$ cat src/hdl/cbb_pkg.sv
// Shared types and codes for the circular byte buffer with pattern find.
package cbb_pkg;

    localparam int PAT_W     = 64;
    localparam int LEN_W     = 4;
    localparam int PAT_BYTES = 8;
    localparam int CFG_IDX_W = 1;

    localparam logic [1:0] REQ_APPEND  = 2'd0;
    localparam logic [1:0] REQ_POP     = 2'd1;
    localparam logic [1:0] REQ_DISCARD = 2'd2;
    localparam logic [1:0] REQ_FIND    = 2'd3;

    localparam logic [1:0] ST_OK       = 2'd0;
    localparam logic [1:0] ST_EMPTY    = 2'd1;
    localparam logic [1:0] ST_FULL     = 2'd2;
    localparam logic [1:0] ST_NOTFOUND = 2'd3;

    localparam logic [CFG_IDX_W-1:0] CFG_PATTERN = 1'd0;
    localparam logic [CFG_IDX_W-1:0] CFG_LENGTH  = 1'd1;

    typedef struct packed {
        logic append;
        logic pop_start;
        logic pop_finish;
        logic discard;
        logic find_start;
        logic find_scan;
    } cmd_t;

    typedef struct packed {
        logic empty;
        logic find_quick;
        logic scan_hit;
        logic scan_miss;
    } stat_t;

endpackage

$ cat src/hdl/cbb_ctrl.sv
// Request sequencer for the circular byte buffer.
module cbb_ctrl (
    input  logic          clk,
    input  logic          rst_n,
    input  logic          start,
    input  logic [1:0]    req_type,
    input  cbb_pkg::stat_t stat,
    output cbb_pkg::cmd_t cmd,
    output logic          busy,
    output logic          done
);
    import cbb_pkg::*;

    localparam logic [1:0] S_IDLE = 2'd0;
    localparam logic [1:0] S_POP  = 2'd1;
    localparam logic [1:0] S_FIND = 2'd2;

    logic [1:0] state_reg;
    logic [1:0] state_next;
    logic       done_reg;
    logic       done_next;

    always_comb
    begin
        state_next = state_reg;
        done_next  = 1'b0;
        cmd        = '0;
        case (state_reg)
            S_IDLE:
            begin
                if (start)
                begin
                    case (req_type)
                        REQ_APPEND:
                        begin
                            cmd.append = 1'b1;
                            done_next  = 1'b1;
                        end
                        REQ_POP:
                        begin
                            cmd.pop_start = 1'b1;
                            if (stat.empty)
                            begin
                                done_next = 1'b1;
                            end
                            else
                            begin
                                state_next = S_POP;
                            end
                        end
                        REQ_DISCARD:
                        begin
                            cmd.discard = 1'b1;
                            done_next   = 1'b1;
                        end
                        default:
                        begin
                            cmd.find_start = 1'b1;
                            if (stat.find_quick)
                            begin
                                done_next = 1'b1;
                            end
                            else
                            begin
                                state_next = S_FIND;
                            end
                        end
                    endcase
                end
            end
            S_POP:
            begin
                cmd.pop_finish = 1'b1;
                done_next      = 1'b1;
                state_next     = S_IDLE;
            end
            S_FIND:
            begin
                cmd.find_scan = 1'b1;
                if (stat.scan_hit || stat.scan_miss)
                begin
                    done_next  = 1'b1;
                    state_next = S_IDLE;
                end
            end
            default:
            begin
                state_next = S_IDLE;
            end
        endcase
    end

    always_ff @(posedge clk or negedge rst_n)
    begin
        if (!rst_n)
        begin
            state_reg <= S_IDLE;
            done_reg  <= 1'b0;
        end
        else
        begin
            state_reg <= state_next;
            done_reg  <= done_next;
        end
    end

    assign busy = (state_reg != S_IDLE);
    assign done = done_reg;

endmodule

$ cat config.mk
export PLATFORM = sky130hd
export DESIGN_NAME = cbb_ctrl
export DESIGN_NICKNAME = d
export VERILOG_FILES = /design/src/hdl/cbb_pkg.sv /design/src/hdl/cbb_ctrl.sv
export SDC_FILE = /design/constraint.sdc
export NUM_CORES = 1
export LEC_CHECK = 0
export BUFFER_PORTS_ARGS = -buffer_cell sky130_fd_sc_hd__buf_2
export CAP_MARGIN = 20
export CORE_AREA = 5 5 42 44
export CTS_CLUSTER_SIZE = 30
export DETAILED_ROUTE_END_ITERATION = 10
export DIE_AREA = 0 0 47 49
export PLACE_DENSITY = 0.41
export SKIP_LAST_GASP = 1
export SYNTH_ARGS = -nofsm -noshare
export SYNTH_HDL_FRONTEND = slang
export SYNTH_SLANG_ARGS = --single-unit
export TNS_END_PERCENT = 20
$ cat constraint.sdc
create_clock -name clk -period 1 [get_ports clk]
set_clock_uncertainty 0.05 [all_clocks]
set_input_delay 0.05 -clock clk [delete_from_list [all_inputs] [get_ports clk]]
set_output_delay 0.05 -clock clk [all_outputs]
set_load 0.005 [all_outputs]
==> results of run 1 <==
[timing repair]
action	4_1_cts	5_1_grt
buffers inserted	2	1
endpoints found under the hold margin	4	0
resized for setup	0	3
pin swaps	2	1
setup endpoints to repair	9	10
hold buffers	2	0
cloned	0	0
[per-stage QoR]
| stage | hold WS (ns) | setup TNS, ns | worst slack [ns] | std cells |
|---|---|---|---|---|
| final | 0.03380 | -1.716 | -0.2511 | 66 |
| after global routing | 0.03638 | -2.287 | -0.3046 | 66 |
| after CTS | 0.02811 | -1.720 | -0.2906 | 65 |
| after detailed placement | -0.2004 | -0.1702 | -0.05574 | 57 |
| after global placement | -0.2005 | -0.2519 | -0.08300 | 57 |
| after floorplan | -0.2956 | -0.01142 | -0.01142 | 22 |
[area by class of cell]
type	count	area (sq um)
Fill cell	159	989.7
Clock buffer	4	26.28
Tap cell	16	20.02
Timing Repair Buffer	24	145.1
Sequential cell	3	76.32
Multi-Input combinational cell	16	132.6
Inverter	3	11.26
[report_power, final]
| group | switching [uW] | leakage, uW | internal, uW |
|---|---|---|---|
| Combinational | 44.7 | 0.000183 | 64.7 |
| Sequential | 3.87 | 0.0000380 | 129 |
| Clock | 56.1 | 0.0000150 | 149 |
[placed cells by master, fill, tap and decap left out, types with 2 or more instances in the layout]
cell           instances
buf_4                  6
dlygate4sd3_1          2
inv_1                  3
buf_2                 16
dfrtp_1                2
nor3_1                 2
nor2_1                 3
clkbuf_4               3
[cell families after synthesis]
| group | share of synthesized area, % |
|---|---|
| AO/OA/AOI/OAI | 12.27 |
| AND/OR/NAND/NOR | 38.03 |
| flip-flops | 36.81 |
| multiplexers | 7.360 |
| buffers and inverters | 5.521 |
[final timing paths]
kind                                          start                  endpoint  slack, ns
max reg2reg                state_reg[1]$_DFFE_PN0P_            done$_DFF_PN0_      -0.09
min in group asynchronous                     rst_n            done$_DFF_PN0_       0.10
max                        state_reg[1]$_DFFE_PN0P_                    cmd[2]      -0.25
min reg2reg                state_reg[1]$_DFFE_PN0P_  state_reg[0]$_DFFE_PN0P_       0.57
min                                         stat[1]            done$_DFF_PN0_       0.03
max in group asynchronous                     rst_n  state_reg[1]$_DFFE_PN0P_       0.67
[worst reg2reg max path: stages, from the launching register on]
cell and delay (ns):
dfrtp_2 0.42, buf_4 0.15, buf_4 0.13, o32ai_2 0.25
[routing by layer]
metal / global-route usage (%) / vias up
met4: 5.530 / 0
met2: 6.561 / 17
met5: 0 / -
li1: - / 133
met3: 2.583 / 0
met1: 9.251 / 104
==> metrics.csv, run 1 <==
metric;value;unit
finalCritPeriodShare;125.1;%
worstPathRequired;0.90;ns
numPortBuffers;16;
cp.arrival;1.15;ns
setup_violations;9;
finalHoldViolations;0;
async_reset_ff_share;100.0;%
fin_crit;1.251;ns
endpoint_kind;output port;
avgViaCountPerCell;3.848;
cts_max_path_buffers;2;
cap_violations;0;
synthTopCellsByArea;dfrtp_1, o32ai_2, mux2_4;
crit_family;flip-flops;
cts_tree;built;
leakage;0.0002362;uW
synth_edf_count;0;
seq_area_frac_synth;36.81;%
ant_nets;0;
synth_nets;31;
ys.flop_type;dfrtp_1;
grt_setup_unrepaired;true;
synth_most_common_cell;nor2_1;
core;1401;sq um
grt_max_degree;6;
yosys_warnings;0;
grt_pass1_vias;276;
status;finished, violations left;
fp.dieH;49;um
num_vias;254;
clock_sinks;3;
ioPinCount;17;
fin_ws;-0.2511;ns
grt_pass1_wl;1.041;mm
syn_area;203.9;sq um
slew_headroom;87.32;%
avgSynthCellArea;9.270;sq um
synth_cell_type_count;14;
rows;14;
wl_met1;344;um
violations;setup timing;
critPathMaxStageDelay;0.42;ns
area_growth;101.8;%
largest_reg_flops;2;
drv_slew;0;
rr_worst_depth;3;
placed_area;329.1;sq um
path_cells;nor2_4, nand2_1, nor3b_1, buf_2;
tightest_slew;0.1888;ns
route.met3.wl;77;um
path_depth;4;
slowest_stage;dfrtp_2;
critical_path_class;flop to output port;
initial_core_util;14.55;%
synth_top_area_cell;dfrtp_1;
hp-class;input pin to flop;
synthCells;22;
top_layer;met3;
drc;0;
dieArea;2303;sq um
place_congestion;0.6499;
htree_num_levels;1;
grt_overflow;0;
start_kind;flop;
critical_path.max_fanout;4;
place_hpwl;488.3;um
track_usage;6.342;%
antenna_found_initial;0;
drt_pass1_iterations;2;
max_freq;799.3;MHz
stdcell_area;411.6;sq um
numCtsBuffers;3;
netlist_top_cells_count;nor2_1, dfrtp_1, inv_1;
min_path_cells;3;
path_buf_inv;1;
final_nets;60;
die_w;47;um
cts_root_buf;clkbuf_4;
powerDensity;1087;nW/um^2
clkTransAtPathRegs;0.03;ns
layout-drive-gt1-share;64.00;%
wl_per_cell;9.970;um
ys_ff_latch;3;
clock_latency;0.23;ns
utilization;29.38;%
finalPower;447.6;uW
wirelength;658;um
drt-initial-drc-count;3;
diodes;0;
peakVddDrop;0.0003243;V
synth_top_cell_area_share;36.81;%
met2_length;235;um
(Power assumes the default switching activity.)
==> run 2, diff against run 1 <==
--- a/config.mk
+++ b/config.mk
@@ -11,7 +11,7 @@
 export CTS_CLUSTER_SIZE = 30
 export DETAILED_ROUTE_END_ITERATION = 10
 export DIE_AREA = 0 0 47 49
-export PLACE_DENSITY = 0.41
+export PLACE_DENSITY = 0.5
 export SKIP_LAST_GASP = 1
 export SYNTH_ARGS = -nofsm -noshare
 export SYNTH_HDL_FRONTEND = slang
==> run 2 against run 1 <==
- the flow still finishes with violations (setup timing)
- maximum frequency grew 0.92%
- core utilization is 0.80 points higher
- sequential power hardly changed
- sequential share of layout area is 0.79 points lower
- cell area grew 2.7%
- die area unchanged
- wire length decreased by 4.7%
- critical path type unchanged
- critical endpoint is now cmd[0]
- largest power group unchanged
==> metrics.csv, run 2 (synthesis results as in run 1) <==
metric;value;unit
status;finished, violations left;
violations;setup timing;
cp.arrival;1.14;ns
area_growth;107.4;%
place_hpwl;498.8;um
leakage;0.0002444;uW
p_sw;113.3;uW
power.switching_fraction;24.77;%
critical_path.max_fanout;4;
clock_sinks;3;
timing.hold.ws;0.02926;ns
grt_setup_unrepaired;true;
ant_nets;0;
start_kind;flop;
tightest_slew;0.1833;ns
powerDensity;1082;nW/um^2
cap_violations;0;
cts_root_buf;clkbuf_4;
seq_area;75.07;sq um
worstPathRequired;0.90;ns
fin_crit;1.240;ns
dieArea;2303;sq um
cts_max_path_buffers;2;
layout-drive-gt1-share;66.67;%
slew_headroom;87.69;%
finalCritPeriodShare;124.0;%
multi_input_area;137.6;sq um
drt-initial-drc-count;2;
clock_power_share;46.6;%
die_w;47;um
diodes;0;
ioPinCount;17;
numPortBuffers;16;
grt_pass1_vias;273;
finalPower;457.6;uW
wirelength;627;um
grt_max_degree;6;
num_vias;265;
setup_tns;-1.620;ns
core;1401;sq um
fillers;166;
max_freq;806.7;MHz
utilization;30.18;%
finalHoldViolations;0;
p_int;344.2;uW
numCtsBuffers;3;
grt_overflow;0;
track_usage;7.329;%
htree_num_levels;1;
drc;0;
power_frac_seq;29.0;%
setup_violations;9;
most-common-layout-cells;buf_2, buf_4;
final_nets;61;
cts_tree;built;
antenna_found_initial;0;
drv_slew;0;
drt_pass1_iterations;2;
wl_per_cell;9.358;um
largest_reg_flops;2;
endpoint_kind;output port;
avgViaCountPerCell;3.955;
pwr-share-comb;24.4;%
fin_ws;-0.2397;ns
critical_path_class;flop to output port;
clock_latency;0.23;ns
initial_core_util;14.55;%
grt_pass1_wl;1.097;mm
peakVddDrop;0.0006727;V
place_congestion;0.6544;
hp-class;input pin to flop;
clkTransAtPathRegs;0.04;ns
rows;14;
fp.dieH;49;um
final_common_cell;buf_2;
## run 2: cell types whose count changed in the layout (fill, tap and decap cells not counted)
cell / previous run / this run
buf_4: 6 / 7
nand2_2: 0 / 1
dfrtp_2: 1 / 0
nor3_2: 0 / 1
nand2_1: 1 / 0
nand2b_4: 1 / 0
nor3_1: 2 / 1
nor3b_1: 1 / 0
nand2b_1: 0 / 1
dfrtp_1: 2 / 3
nor3b_2: 1 / 2
## run 2: what timing repair did
action                                 CTS  global route
hold buffers                             2             0
setup endpoints to repair               10            10
setup buffers                            3             0
endpoints found under the hold margin    4             0
gates resized for setup                  1             3
pin swaps                                1             1
## run 2: cell type report
class | count | area share, %
repair buffers | 25 | 36.09
clock buffers | 4 | 6.213
flip-flops and latches | 3 | 17.75
well taps | 16 | 4.734
multi-input cells | 16 | 32.54
inverters | 3 | 2.663
## run 2: routing by layer
metal / vias up / share of wire, % / GRT usage [%]
li1: 134 / - / -
met1: 122 / 35 / 7.048
met2: 9 / 56 / 9.502
met3: 0 / 8.6 / 6.642
met4: 0 / 0 / 5.530
met5: - / 0 / 0
## run 2: power by group through the flow
| stage | sequential, uW | clock, uW | combinational [uW] |
|---|---|---|---|
| 2_1_floorplan | 135 | 0 | 38.8 |
| 3_3_place_gp | 135 | 0 | 92.5 |
| 3_5_place_dp | 134 | 0 | 93.7 |
| 4_1_cts | 132 | 229 | 110 |
| 5_1_grt | 133 | 246 | 124 |
| 6_report | 133 | 213 | 112 |
## run 2: per-stage QoR
| step | cells | area (sq um) | worst slack [ns] |
|---|---|---|---|
| 3_3_place_gp | 58 | 336.6 | -0.05623 |
| 5_1_grt | 67 | 422.9 | -0.3452 |
| 4_1_cts | 67 | 410.4 | -0.2867 |
| 2_1_floorplan | 22 | 206.4 | -0.01142 |
| 6_report | 67 | 422.9 | -0.2397 |
| 3_5_place_dp | 58 | 336.6 | -0.06021 |
## run 2: worst max-delay path, stage by stage (launching register included)
cell	delay (ns)
dfrtp_1	0.40
buf_4	0.16
nand2b_1	0.16
inv_1	0.08
buf_2	0.11
## run 2: path summary, 6_finish.rpt
kind	start	to	slack, ns	cells past startpoint
hold reg to reg	state_reg[0]$_DFFE_PN0P_	state_reg[0]$_DFFE_PN0P_	0.59	3
max in group asynchronous	rst_n	state_reg[1]$_DFFE_PN0P_	0.70	2
hold / removal	stat[1]	done$_DFF_PN0_	0.03	3
min in group asynchronous	rst_n	done$_DFF_PN0_	0.09	2
setup / recovery	state_reg[0]$_DFFE_PN0P_	cmd[0]	-0.24	4
setup reg to reg	state_reg[0]$_DFFE_PN0P_	done$_DFF_PN0_	-0.14	4
==> run 3, diff against run 2 <==
--- a/config.mk
+++ b/config.mk
@@ -5,13 +5,14 @@
 export SDC_FILE = /design/constraint.sdc
 export NUM_CORES = 1
 export LEC_CHECK = 0
+export ABC_AREA = 1
 export BUFFER_PORTS_ARGS = -buffer_cell sky130_fd_sc_hd__buf_2
 export CAP_MARGIN = 20
 export CORE_AREA = 5 5 42 44
 export CTS_CLUSTER_SIZE = 30
 export DETAILED_ROUTE_END_ITERATION = 10
 export DIE_AREA = 0 0 47 49
-export PLACE_DENSITY = 0.5
+export PLACE_DENSITY = 0.53
 export SKIP_LAST_GASP = 1
 export SYNTH_ARGS = -nofsm -noshare
 export SYNTH_HDL_FRONTEND = slang
==> run 3 against run 2 <==
- the run still ends with setup timing left
- combinational power rose to 3.2 times the previous value
- maximum frequency rose by 0.29%
- critical path depth is 1 higher
- worst setup slack improved by 0.0036 ns
- area after synthesis up 14%
- global-route usage increased by 0.14 points
- wire length up 14%
- sequential share of layout area down 0.16 points
- critical endpoint unchanged
- largest cell class is now multi-input combinational cells
- highest routed layer unchanged
==> metrics.csv, run 3 <==
metric;value;unit
status;finished, violations left;
violations;setup timing;
p_int;479.4;uW
rrSetupSlack;-0.19;ns
syn_area;232.7;sq um
top_layer;met3;
layout-drive-gt1-share;46.15;%
power_frac_seq;23.2;%
stdcell_area;426.7;sq um
cp.arrival;1.14;ns
critical_path_class;flop to output port;
min_path_cells;4;
hp-class;input pin to flop;
grt_overflow;0;
antenna_found_initial;0;
synthCells;39;
grt_pass1_vias;328;
timing.rr.end;state_reg[1]$_DFFE_PN0P_;
largest_reg_flops;2;
final_nets;75;
placed_area;340.3;sq um
pwr-share-comb;48.5;%
ant_nets;0;
drv_slew;0;
dieArea;2303;sq um
synth_top_cell_area_share;32.26;%
num_vias;325;
drc;0;
wirelength;713;um
cap_violations;0;
avgViaCountPerCell;4.012;
ys_ff_latch;3;
leakage;0.0002597;uW
netlist_top_cells_count;nand2_1, inv_1, nand3_1, nor2_1;
grt_max_degree;7;
seq_area_frac_synth;32.26;%
synth_most_common_cell;nand2_1;
endpoint_kind;output port;
utilization;30.45;%
fp.dieH;49;um
finalHoldViolations;0;
ys.flop_type;dfrtp_1;
numPortBuffers;16;
track_usage;7.465;%
numCtsBuffers;3;
most-common-layout-cells;buf_2, nand2_1, inv_1;
max_freq;809.0;MHz
setup_violations;10;
area_growth;83.33;%
worstPathRequired;0.90;ns
htree_num_levels;1;
rr_worst_depth;8;
grt_setup_unrepaired;true;
yosys_warnings;0;
peakVddDrop;0.0007833;V
fillers;176;
ioPinCount;17;
min_delay_worst_endpoint;state_reg[1]$_DFFE_PN0P_;
cts_max_path_buffers;2;
critical_path.max_fanout;2;
final_common_cell;buf_2;
synth_cell_type_count;10;
place_hpwl;555;um
powerDensity;1734;nW/um^2
wl_met1;303;um
met2_length;347;um
wl_per_cell;8.802;um
synthTopCellsByArea;dfrtp_1, nand2_1, inv_1;
grt_pass1_wl;1.262;mm
pre_cts_ws;-0.09677;ns
drt-initial-drc-count;3;
cts_root_buf;clkbuf_4;
cts_tree;built;
route.met3.wl;63;um
fin_crit;1.236;ns
synth_nets;48;
slew_headroom;87.62;%
fin_ws;-0.2361;ns
power.switching_fraction;35.20;%
clock_sinks;3;
die_w;47;um
clock_power_share;28.3;%
core;1401;sq um
place_congestion;0.7300;
hp-start;stat[1];
drt_pass1_iterations;2;
clkTransAtPathRegs;0.04;ns
diodes;0;
tightest_slew;0.1843;ns
avgSynthCellArea;5.967;sq um
async_reset_ff_share;100.0;%
reg2reg_from;state_reg[0]$_DFFE_PN0P_;
synth_top_area_cell;dfrtp_1;
finalCritPeriodShare;123.6;%
p_sw;260.4;uW
rows;14;
synth_edf_count;0;
timing.hold.ws;0.06742;ns
start_kind;flop;
clock_latency;0.23;ns
initial_core_util;16.61;%
[run 3: cell types whose count changed in the layout (fill, tap and decap cells not counted), sizes merged, moves of 2 or more]
cell | previous run | this run
buf | 23 | 21
inv | 3 | 9
nand2 | 1 | 9
nand3 | 1 | 5
nor2 | 4 | 8
nor3b | 2 | 0
nor4 | 0 | 2
[run 3: power groups by stage]
stage / clock network (uW) / logic [uW] / registers [uW]
finish: 209 / 359 / 171
global route: 227 / 409 / 175
CTS: 214 / 347 / 169
detailed placement: 0 / 270 / 170
global placement: 0 / 270 / 171
floorplan: 0 / 151 / 172
[run 3: layout make-up]
type                    count  area [sq um]  share of cell area [%]
multi-input cells          27         141.4                   33.14
repair buffers             22         127.6                   29.91
flip-flops and latches      3         75.07                   17.60
inverters                   9         36.28                   8.504
clock buffers               4         26.28                   6.158
well taps                  16         20.02                   4.692
[run 3: how the worst max path moves through the flow]
| stage | to | from | cells past startpoint | slack [ns] |
|---|---|---|---|---|
| 2_1_floorplan | state_reg[1]$_DFFE_PN0P_ | state_reg[0]$_DFFE_PN0P_ | 6 | 0.01 |
| 3_3_place_gp | cmd[5] | state_reg[0]$_DFFE_PN0P_ | 4 | -0.08 |
| 3_5_place_dp | cmd[5] | state_reg[0]$_DFFE_PN0P_ | 4 | -0.1 |
| 4_1_cts | cmd[5] | state_reg[1]$_DFFE_PN0P_ | 4 | -0.26 |
| 5_1_grt | cmd[2] | state_reg[0]$_DFFE_PN0P_ | 4 | -0.32 |
| 6_report | cmd[0] | state_reg[1]$_DFFE_PN0P_ | 5 | -0.24 |
[run 3: cell families after synthesis]
group / after synthesis / synth area share, %
simple gates: 26 / 51.07
buf+inv: 9 / 14.52
flops: 3 / 32.26
compound gates: 1 / 2.148
[run 3: repair_timing]
| action | CTS | global route |
|---|---|---|
| gates resized for setup | 1 | 3 |
| hold buffers | 1 | 0 |
| hold endpoints to repair | 3 | 0 |
| cloned | 0 | 0 |
| buffers inserted | 4 | 0 |
| pin swaps | 1 | 1 |
| endpoints found under the setup margin | 10 | 10 |
[run 3: worst max-delay path, cell delays in order, from the launching register on]
cell and delay (ns):
dfrtp_1 0.40, buf_4 0.15, inv_1 0.08, nor2_2 0.04
buf_4 0.12, buf_2 0.11
[run 3: routing by layer]
metal	up-vias	GRT usage, %
met5	-	0
met4	0	4.147
met3	0	3.321
li1	173	-
met2	15	11.31
met1	137	8.352
[run 3: through the flow]
stage / setup TNS (ns) / power (uW) / std cells
after floorplan: 0 / 323.2 / 39
after global placement: -0.3235 / 440.8 / 72
after detailed placement: -0.3478 / 440.4 / 72
after CTS: -1.668 / 731.0 / 81
after global routing: -2.544 / 812.3 / 81
final: -1.758 / 739.8 / 81
